<file path="src/design/pip_pkg.sv">
// Shared constants, types and codes for the point-in-polygon test block.
package pip_pkg;

    localparam int MAX_VERTICES = 64;
    localparam int ADDR_W       = $clog2(MAX_VERTICES);
    localparam int CNT_W        = $clog2(MAX_VERTICES + 1);
    localparam int COORD_W      = 16;
    localparam int DIFF_W       = COORD_W + 1;
    localparam int PROD_W       = 2 * DIFF_W;

    typedef logic signed [COORD_W-1:0] coord_t;
    typedef logic signed [DIFF_W-1:0]  diff_t;
    typedef logic signed [PROD_W-1:0]  prod_t;
    typedef logic [ADDR_W-1:0]         addr_t;
    typedef logic [CNT_W-1:0]          cnt_t;

    typedef enum logic [1:0] {
        ACT_START  = 2'd0,
        ACT_APPEND = 2'd1,
        ACT_TEST   = 2'd2
    } act_t;

    typedef enum logic [1:0] {
        ST_IDLE,
        ST_WALK,
        ST_DRAIN
    } state_t;

    // Status of the edge pipeline seen by the controller.
    typedef struct packed {
        logic idle;
        logic odd;
    } edge_stat_t;

endpackage

</file>
<file path="src/design/pip_edge_unit.sv">
// Two-stage edge pipeline: straddle check, exact crossing compare, parity.
module pip_edge_unit (
    input  logic                clk,
    input  logic                rst_n,
    input  logic                clear,
    input  logic                pair_vld,
    input  pip_pkg::coord_t     qx,
    input  pip_pkg::coord_t     qy,
    input  pip_pkg::coord_t     xi,
    input  pip_pkg::coord_t     yi,
    input  pip_pkg::coord_t     xj,
    input  pip_pkg::coord_t     yj,
    output pip_pkg::edge_stat_t stat
);
    import pip_pkg::*;

    logic  a_vld_reg, a_vld_next;
    logic  a_str_reg, a_str_next;
    logic  a_pos_reg, a_pos_next;
    diff_t a_dxq_reg, a_dxq_next;
    diff_t a_dy_reg,  a_dy_next;
    diff_t a_dxe_reg, a_dxe_next;
    diff_t a_dqy_reg, a_dqy_next;

    logic  b_vld_reg, b_vld_next;
    logic  b_str_reg, b_str_next;
    logic  b_pos_reg, b_pos_next;
    prod_t b_lhs_reg, b_lhs_next;
    prod_t b_rhs_reg, b_rhs_next;

    logic  inside_reg, inside_next;
    logic  left;

    always_comb
    begin
        // Stage A: differences and the straddle test.
        a_vld_next = pair_vld;
        a_str_next = (yi > qy) != (yj > qy);
        a_pos_next = yj > yi;
        a_dxq_next = diff_t'(qx) - diff_t'(xi);
        a_dy_next  = diff_t'(yj) - diff_t'(yi);
        a_dxe_next = diff_t'(xj) - diff_t'(xi);
        a_dqy_next = diff_t'(qy) - diff_t'(yi);

        // Stage B: cross-multiply instead of dividing by dy.
        b_vld_next = a_vld_reg;
        b_str_next = a_str_reg;
        b_pos_next = a_pos_reg;
        b_lhs_next = a_dxq_reg * a_dy_reg;
        b_rhs_next = a_dxe_reg * a_dqy_reg;

        // Flip the compare when dy is negative.
        left = b_pos_reg ? (b_lhs_reg < b_rhs_reg) : (b_lhs_reg > b_rhs_reg);
        inside_next = inside_reg;
        if (clear)
        begin
            inside_next = 1'b0;
        end
        else if (b_vld_reg && b_str_reg && left)
        begin
            inside_next = !inside_reg;
        end
    end

    always_ff @(posedge clk or negedge rst_n)
    begin
        if (!rst_n)
        begin
            a_vld_reg  <= 1'b0;
            b_vld_reg  <= 1'b0;
            inside_reg <= 1'b0;
        end
        else
        begin
            a_vld_reg  <= a_vld_next;
            b_vld_reg  <= b_vld_next;
            inside_reg <= inside_next;
        end
    end

    always_ff @(posedge clk)
    begin
        a_str_reg <= a_str_next;
        a_pos_reg <= a_pos_next;
        a_dxq_reg <= a_dxq_next;
        a_dy_reg  <= a_dy_next;
        a_dxe_reg <= a_dxe_next;
        a_dqy_reg <= a_dqy_next;
        b_str_reg <= b_str_next;
        b_pos_reg <= b_pos_next;
        b_lhs_reg <= b_lhs_next;
        b_rhs_reg <= b_rhs_next;
    end

    assign stat.idle = !a_vld_reg && !b_vld_reg;
    assign stat.odd  = inside_reg;

endmodule

</file>
<file path="config.mk">
export PLATFORM = sky130hd
export DESIGN_NAME = pip_edge_unit
export DESIGN_NICKNAME = d
export VERILOG_FILES = /design/src/design/pip_pkg.sv /design/src/design/pip_edge_unit.sv
export SDC_FILE = /design/constraint.sdc
export NUM_CORES = 2
export LEC_CHECK = 0
export BUFFER_PORTS_ARGS = -buffer_cell sky130_fd_sc_hd__buf_4
export CAP_MARGIN = 10
export CORE_MARGIN = 1.5
export CORE_UTILIZATION = 55
export DETAILED_ROUTE_END_ITERATION = 12
export PLACE_DENSITY = 0.84
export REMOVE_ABC_BUFFERS = 1
export SLEW_MARGIN = 40
export SYNTH_ARGS = -nofsm -noshare
export SYNTH_HDL_FRONTEND = slang
export SYNTH_SLANG_ARGS = --single-unit
</file>
<file path="constraint.sdc">
create_clock -name clk -period 11.2 [get_ports clk]
set_input_delay 0.56 -clock clk [delete_from_list [all_inputs] [get_ports clk]]
set_output_delay 0.56 -clock clk [all_outputs]
set_load 0.1 [all_outputs]
</file>
==> metrics.md <==
| Metric | Value |
|---|---|
| Status | `finished clean` |
| Worst-Margin Slew | `0.831 ns` |
| First-pass GRT wire length | `112,000 um` |
| Total negative setup slack | `0 ns` |
| Post-synth top area cell | `fa_1` |
| Hold WC Path Type | `in2reg` |
| Final setup vio count | `0` |
| Yosys top cell area share | `0.415` |
| Clock skew | `0.0157 ns` |
| Setup Fix Bufs, Post-CTS | `0` |
| WL/cell | `17.2 um` |
| Die area | `53,700 um2` |
| N_diodes | `0` |
| Slew HR | `0.445` |
| Worst setup path class | `reg2reg` |
| Placed instance area | `30,100 um2` |
| Placeable Area | `51,500 um2` |
| Die W | `232 um` |
| Num ports | `102` |
| Critical Path AT | `6.99 ns` |
| Clock slew seen by the registers of the worst setup and hold paths | `0.07 ns` |
| Max-Cap Viols | `0` |
| Initial DRC count | `1,363` |
| Clock Sinks | `143` |
| Yosys reg bits | `143` |
| Syn Area/Cell | `9.23 um2` |
| Share of layout cells above drive strength 1 | `0.0505` |
| Unrepaired setup endpoints after global routing | `no` |
| Vias | `21,200` |
| Number of port buffers | `101` |
| DRC viols | `0` |
| Final min period | `6.67 ns` |
| WP data required | `11.52 ns` |
| Total GRT Usage | `0.262` |
| Row cnt | `83` |
| Initial Util | `0.558` |
| Final Hold Viols | `0` |
| DP HPWL | `54,800 um` |
| Yosys cell types | `68` |
| Crit start category | `flip-flop` |
| Cells after Synth | `3,114` |
| Asr flop ratio synth | `0.0210` |
| Post-layout instance area | `30,800 um2` |
| Largest net degree at the start of global routing | `18` |
| Clk buf depth | `2` |
| Number of flops mapped to enable cells by yosys | `0` |
| PostCTS Resize Cnt | `0` |
| CTS tree | `yes` |
| Final Max Slew Viols | `0` |
| # fillers | `4,153` |
| GRT overflow | `0` |
| Tcrit/Tclk final | `0.596` |
| Antenna Nets Post-Route | `0` |
| H-tree Lvls | `4` |
| GP Congestion | `0.941` |
| Worst-Skew Late Latency | `0.44 ns` |
| Final WL | `66,100 um` |
| Hold-fix buffers at CTS | `1` |
| Max Clock Freq | `150 MHz` |
| CTS root buf | `clkbuf_16` |
| Crit path capture type | `flip-flop` |
| YS warnings | `0` |
| Seq/Total Area, Yosys | `0.100` |
| Vias per inst | `5.50` |
| Vert. Die Dim | `232 um` |
| Area delta synth->final | `7.05%` |
| Nets | `4,141` |
| Post-Synthesis Cell Area | `28,800 um2` |
| Ranking of synthesized cells by area | `fa_1 (41%), ha_1 (12%), dfxtp_1 (9.7%)` |
| First-pass DRT Iterations | `5` |
| Initial antenna violation count | `1` |
| Vias in the first global route | `23,300` |
| Crit-path max FO | `17` |
| Synth Flop Type | `dfxtp_1` |
| Total CTS buffers | `17` |
## area by class of cell
cell class              instances  area [um2]  share of cell area
clock buffers                  21         470              0.0153
well taps                     680         851              0.0276
repair buffers                104         783              0.0254
multi-input cells            2178       22900               0.744
flip-flops and latches        143        2880              0.0935
clock inverters                10         208             0.00675
inverters                     715        2680              0.0872
## layout by cell type (no fill, tap or decap), drive strengths merged, types with 11 or more instances in the layout
| master | synthesis | final |
|---|---|---|
| a21o | 34 | 34 |
| nor3 | 32 | 32 |
| nand4 | 15 | 15 |
| xor2 | 16 | 16 |
| a211oi | 13 | 13 |
| clkbuf | 73 | 21 |
| and2 | 293 | 293 |
| buf | 5 | 103 |
| and3 | 11 | 11 |
| nor2b | 20 | 20 |
| ha | 286 | 286 |
| a21boi | 11 | 11 |
| nand2 | 313 | 313 |
| o21a | 20 | 20 |
| a21oi | 100 | 100 |
| fa | 596 | 596 |
| or3 | 11 | 11 |
| o21ai | 68 | 68 |
| nor2 | 113 | 113 |
| inv | 715 | 715 |
| nand3 | 24 | 24 |
| xnor2 | 96 | 96 |
| nand2b | 20 | 20 |
| dfxtp | 140 | 140 |
## worst max-delay path: stages, from the launching register on
cell,delay [ns]
dfxtp_1,0.81
nand2_1,0.22
inv_1,0.14
fa_1,0.57
fa_1,0.91
fa_1,0.54
fa_1,0.51
fa_1,0.51
inv_1,0.05
fa_1,0.48
inv_1,0.04
ha_1,0.25
or3_1,0.41
o21ai_2,0.18
a31oi_2,0.17
o31ai_4,0.23
mux2i_1,0.15
a2111oi_2,0.38
## synth_stat cells, drive strengths merged (34+ instances only)
cell type	number
a21o	34
a21oi	100
and2	293
clkbuf	73
dfxtp	140
fa	596
ha	286
inv	715
nand2	313
nor2	113
o21ai	68
xnor2	96
## kinds of logic (layout without fill, tap and decap cells)
logic type	after synthesis	count (layout)	share of synthesized area
and+or+nand+nor	875	875	0.152
AOI/OAI and AO/OA	306	306	0.0696
DFF	143	143	0.100
xor gates and xnor gates	112	112	0.0341
muxes	3	3	0.00109
buffers and inverters	793	850	0.104
adders and majority gates	882	882	0.539
## per-layer routing
layer	part of all wire	vias to the layer above	global-route usage
met5	0.00020	-	0
li1	-	9511	-
met3	0.068	182	0.0438
met1	0.39	10700	0.330
met4	0.035	2	0.0885
met2	0.50	803	0.457
## worst paths after layout
| check | start | endpoint | slack, ns | cells past startpoint |
|---|---|---|---|---|
| max | a_dy_reg[3] | b_lhs_reg[33] | 4.53 | 17 |
| min | pair_vld | a_vld_reg | 0.22 | 1 |
| max reg2reg | a_dy_reg[3] | b_lhs_reg[33] | 4.53 | 17 |
| min reg2reg | a_str_reg | b_str_reg | 0.33 | 0 |
| max in group asynchronous | rst_n | inside_reg | 10.67 | 2 |
| min in group asynchronous | rst_n | a_vld_reg | 0.44 | 2 |
## metrics by stage
| stage | utilization | instances | setup slack, ns | hold WS (ns) |
|---|---|---|---|---|
| 2_1_floorplan | - | 3036 | 5.40 | 0.264 |
| 3_3_place_gp | 0.584 | 3819 | 4.82 | 0.312 |
| 3_5_place_dp | 0.584 | 3819 | 4.66 | 0.313 |
| 4_1_cts | 0.597 | 3851 | 4.60 | 0.217 |
| 5_1_grt | 0.598 | 3851 | 4.22 | 0.207 |
| 6_report | 0.598 | 3851 | 4.53 | 0.223 |
Power is left out: the tool's default activity adds up to more than one toggle a clock period on the data nets, which glitch-free logic cannot reach.
